$ cat src/hdl/csx_pkg.sv
package csx_pkg;
   localparam int unsigned DoubleRoundsDefault = 10;
   localparam int unsigned DataWidth = 64;
   localparam int unsigned CountWidth = 4;
   localparam int unsigned CsrIndexWidth = 3;
   localparam int unsigned CsrDataWidth = 64;
   localparam logic [31:0] Sigma0 = 32'h61707865;
   localparam logic [31:0] Sigma1 = 32'h3320646e;
   localparam logic [31:0] Sigma2 = 32'h79622d32;
   localparam logic [31:0] Sigma3 = 32'h6b206574;

   typedef enum logic [2:0] {
      CSR_KEY0 = 3'd0,
      CSR_KEY1 = 3'd1,
      CSR_KEY2 = 3'd2,
      CSR_KEY3 = 3'd3,
      CSR_NONCE_LOW = 3'd4,
      CSR_NONCE_HIGH = 3'd5
   } csr_index_type;

   typedef logic [31:0] state_type [16];

   // Job handed from the front part to the keystream engine.
   typedef struct packed {
      logic [63:0] data_in;
      logic [3:0]  byte_count;
      logic        need_block;
      logic [31:0] block_counter;
      logic [2:0]  word_position;
   } job_type;

   typedef enum logic [1:0] {
      ENG_IDLE = 2'd0,
      ENG_ROUND = 2'd1,
      ENG_FINAL = 2'd2
   } eng_state_type;

   function automatic logic [31:0] rotl(input logic [31:0] v, input int unsigned n);
      rotl = (v << n) | (v >> (32 - n));
   endfunction

   function automatic logic [127:0] quarter(input logic [127:0] abcd);
      logic [31:0] a, b, c, d;
      begin
         a = abcd[31:0]; b = abcd[63:32]; c = abcd[95:64]; d = abcd[127:96];
         a = a + b; d = rotl(d ^ a, 16);
         c = c + d; b = rotl(b ^ c, 12);
         a = a + b; d = rotl(d ^ a, 8);
         c = c + d; b = rotl(b ^ c, 7);
         quarter = {d, c, b, a};
      end
   endfunction

   function automatic logic [63:0] byte_mask(input logic [3:0] count);
      logic [63:0] m;
      begin
         m = '0;
         for (int i = 0; i < 8; i++) begin
            if (count > 4'(i)) m[i*8 +: 8] = 8'hff;
         end
         byte_mask = m;
      end
   endfunction
endpackage

$ cat src/hdl/csx_front.sv
// Tracks the block counter and word position per accepted word and
// pushes a job into a two-entry queue.
module csx_front (
   input  logic               clock,
   input  logic               reset,
   input  logic               in_valid,
   output logic               in_ready,
   input  logic [63:0]        data_in,
   input  logic [3:0]         byte_count,
   input  logic               start_message,
   output logic               job_valid,
   input  logic               job_ready,
   output csx_pkg::job_type   job
);
   csx_pkg::job_type q_ff [2];
   logic [1:0] cnt_ff, cnt_in;
   logic       rd_ff, rd_in, wr_ff, wr_in;
   logic [31:0] ctr_ff, ctr_in;
   logic [2:0]  pos_ff, pos_in;
   logic        bvalid_ff, bvalid_in;
   logic        push, pop;
   csx_pkg::job_type new_job;

   assign in_ready = (cnt_ff != 2'd2);
   assign push = in_valid && in_ready;
   assign job_valid = (cnt_ff != 2'd0);
   assign pop = job_valid && job_ready;
   assign job = q_ff[rd_ff];

   always_comb begin
      logic [31:0] c;
      logic [2:0]  p;
      logic        v;
      c = start_message ? 32'd0 : ctr_ff;
      p = start_message ? 3'd0 : pos_ff;
      v = start_message ? 1'b0 : bvalid_ff;
      new_job.data_in = data_in;
      new_job.byte_count = byte_count;
      new_job.need_block = !v;
      new_job.block_counter = c;
      new_job.word_position = p;
      ctr_in = ctr_ff; pos_in = pos_ff; bvalid_in = bvalid_ff;
      if (push) begin
         pos_in = p + 3'd1;
         if (p == 3'd7) begin
            ctr_in = c + 32'd1;
            bvalid_in = 1'b0;
         end else begin
            ctr_in = c;
            bvalid_in = 1'b1;
         end
      end
      cnt_in = cnt_ff + {1'b0, push} - {1'b0, pop};
      rd_in = rd_ff ^ pop;
      wr_in = wr_ff ^ push;
   end

   always_ff @(posedge clock) begin
      if (reset) begin
         cnt_ff <= '0; rd_ff <= 1'b0; wr_ff <= 1'b0;
         ctr_ff <= '0; pos_ff <= '0; bvalid_ff <= 1'b0;
      end else begin
         cnt_ff <= cnt_in; rd_ff <= rd_in; wr_ff <= wr_in;
         ctr_ff <= ctr_in; pos_ff <= pos_in; bvalid_ff <= bvalid_in;
      end
      if (push) q_ff[wr_ff] <= new_job;
   end
endmodule

$ cat config.mk
export PLATFORM = sky130hd
export DESIGN_NAME = csx_front
export DESIGN_NICKNAME = d
export VERILOG_FILES = /design/src/hdl/csx_pkg.sv /design/src/hdl/csx_front.sv
export SDC_FILE = /design/constraint.sdc
export NUM_CORES = 1
export LEC_CHECK = 0
export BUFFER_PORTS_ARGS = -buffer_cell sky130_fd_sc_hd__buf_2
export CAP_MARGIN = 5
export CORE_ASPECT_RATIO = 0.8
export CORE_MARGIN = 2
export CORE_UTILIZATION = 60
export DETAILED_ROUTE_END_ITERATION = 10
export PLACE_DENSITY = 0.85
export SETUP_SLACK_MARGIN = 0.4
export SLEW_MARGIN = 20
export SYNTH_ARGS = -nofsm -noshare
export SYNTH_HDL_FRONTEND = slang
export SYNTH_SLANG_ARGS = --single-unit
$ cat constraint.sdc
create_clock -name clock -period 8.5 [get_ports clock]
set_input_delay 1.275 -clock clock [delete_from_list [all_inputs] [get_ports clock]]
set_output_delay 1.275 -clock clock [all_outputs]
set_load 0.005 [all_outputs]
==> out/results.tsv <==
metric	value	unit
yosysWarnings	0	
syn_avg_cell_area	15.8	um2
vias	5899	
syn_area	9920	um2
final_core_util	0.717	
synth.area.top_cells	edfxtp_1 63%, mux2_2 13%, dfxtp_1 8.1%, nor2b_1 1.7%, a21oi_1 1.4%	
cp_max_fo	60	
cts.clk_slew.worst_paths	0.06	ns
diodes	0	
htree_num_levels	1	
synth.distinct_cells	42	
clock_latency	0.51	ns
yosys.area.top_type_share	0.630	
grt.total_usage	0.210	
initial_utilization	0.607	
critPathArrivalTime	4.35	ns
die_y	119	um
yosysSeqAreaShare	0.711	
cp.required	8.92	ns
cp-start-kind	primary input	
ctsHoldBuffers	0	
grt_max_degree	87	
end_kind	register	
slew_headroom	0.313	
max-vdd-ir-drop	0.166	mV
drc_errors	0	
fmax	254	MHz
rsz0062_at_grt	no	
pin_count	179	
cts_tree	yes	
path_cells	buf_2, buf_4, nor2b_1, ha_1, ha_1, nand2_2, or4_1, or4_1, a21oi_1	
final_nets	877	
cts-buffers-inserted	24	
ys_ff_latch	248	
crit_path_top_delay_cell	or4_1	
core_area	16300	um2
clk_path_buf_depth	3	
final_hold_viol_count	0	
period_needed	3.93	ns
drtPass1Iterations	5	
rows	42	
root_buffer	clkbuf_16	
place_hpwl	11.9	mm
reg2reg_setup_slack	5.47	ns
grt_pass1_vias	5817	
antenna_found_initial	0	
via_per_inst	5.70	
setup_viol	0	
grt_first_pass_wirelength	29.4	mm
synth_area_leader_cell	edfxtp_1	
area_growth	18.2	%
criticalPathCategory	primary input to register	
synthCells	626	
drv_cap	0	
fin_crit_sh	0.463	
drive_gt1_frac	0.415	
power.density	271	nW/um2
wl_per_cell	18.2	um
status	finished clean	
worstMarginPinSlew	1.03	ns
slew_viol_final	0	
fin_setup_tns	0	ns
gp_congestion	0.821	
ant_nets	0	
io_buffers	178	
postCtsSetupBuffers	0	
drt_iter0_markers	440	
dieArea	17600	um2
die_w	148	um
wl	18.9	mm
grt_overflow_total	0	
skew	0.0111	ns
cts.sinks	248	
hp-class	register to register	
syn_nets	706	
slowest_delay	0.82	ns
p_leak	4.18	nW
post_cts_resized	0	
[registers in the layout, summed over array words and instances (netlist names)]
name	cells
ctr_ff	32
q_ff	208
pos_ff	3
bvalid_ff	1
rd_ff	1
cnt_ff	2
wr_ff	1
[synthesized netlist by cell type, drive strengths merged]
cell,count
edfxtp,208
mux2,112
dfxtp,40
clkbuf,32
nor2b,28
a21oi,27
nor2,22
nand2,17
inv,15
nand3,10
nand4,9
or4,9
a31oi,8
nor3b,8
ha,7
nand4b,7
o31ai,7
a2111o,6
nor4,6
o211ai,6
o311ai,6
a211o,5
buf,5
xnor2,4
a211oi,3
and3,2
and4,2
and4b,2
nand2b,2
nand3b,2
or2,2
xor2,2
a22oi,1
a32oi,1
and2,1
nor3,1
o21ai,1
[power by group]
| group | internal (mW) | switching [mW] |
|---|---|---|
| Combinational | 0.323 | 0.333 |
| Clock | 0.529 | 0.418 |
| Sequential | 1.51 | 0.0650 |
| Total | 2.36 | 0.817 |
[layer usage]
| layer | part of all wire | track usage | up-vias |
|---|---|---|---|
| li1 | - | - | 2766 |
| met1 | 0.43 | 0.293 | 2883 |
| met2 | 0.48 | 0.346 | 222 |
| met3 | 0.075 | 0.0398 | 28 |
| met4 | 0.016 | 0.0505 | 0 |
| met5 | 0 | 0 | - |
[path summary, 6_finish.rpt]
check	startpoint	end	depth (start not counted)
worst max-delay path	start_message	ctr_ff[21]$_SDFFE_PP0N_	9
worst min-delay path	pos_ff[1]$_SDFFE_PP0N_	pos_ff[1]$_SDFFE_PP0N_	2
worst max register to register	pos_ff[0]$_SDFFE_PP0N_	ctr_ff[21]$_SDFFE_PP0N_	7
worst min register to register	pos_ff[1]$_SDFFE_PP0N_	pos_ff[1]$_SDFFE_PP0N_	2
[cells in the final DEF, fill, tap and decap left out, types with 9 or more instances in the layout]
master,count
dfxtp_1,39
nor2b_1,27
edfxtp_1,208
or4_1,9
nor2_1,22
inv_1,15
mux2_2,112
nand2_1,16
nand4_1,9
nand3_1,9
a21oi_1,27
clkbuf_16,24
buf_2,178
[kinds of logic (layout without fill, tap and decap cells)]
kind of cell             after synthesis  in the layout  synth area share
AO/OA/AOI/OAI                         71             71            0.0495
multiplexers                         112            112             0.127
AND/OR/NAND/NOR                      130            130            0.0778
buffers and inverters                 52            241            0.0208
adder cells (fa/ha/maj)                7              7           0.00883
flip-flops                           248            248             0.711
XOR/XNOR                               6              6           0.00530
[critical path, delay by kind of cell]
| family | cells | cell delay, ns |
|---|---|---|
| buffers and inverters | 2 | 0.39 |
| AO/OA/AOI/OAI | 1 | 0.22 |
| adder cells (fa/ha/maj) | 2 | 0.52 |
| AND/OR/NAND/NOR | 4 | 1.92 |
[cell type report]
class | instances | area [um2]
repair buffers | 182 | 928
flip-flops and latches | 248 | 7050
well taps | 220 | 275
multi-input cells | 326 | 2690
fillers | 1100 | 4630
clock buffers | 29 | 629
clock inverters | 15 | 83.8
inverters | 15 | 56.3
[stage by stage]
stage	hold WS (ns)	power [mW]	area [um2]	cells	setup WS [ns]
3_5_place_dp	0.442	2.26	11000	991	4.16
2_1_floorplan	0.432	1.99	9920	626	3.76
4_1_cts	0.450	3.21	11700	1035	4.60
6_report	0.448	3.18	11700	1035	4.57
3_3_place_gp	0.439	2.23	11000	991	4.37
5_1_grt	0.475	3.32	11700	1035	4.44
No activity file was read; power rests on OpenSTA's default activity.
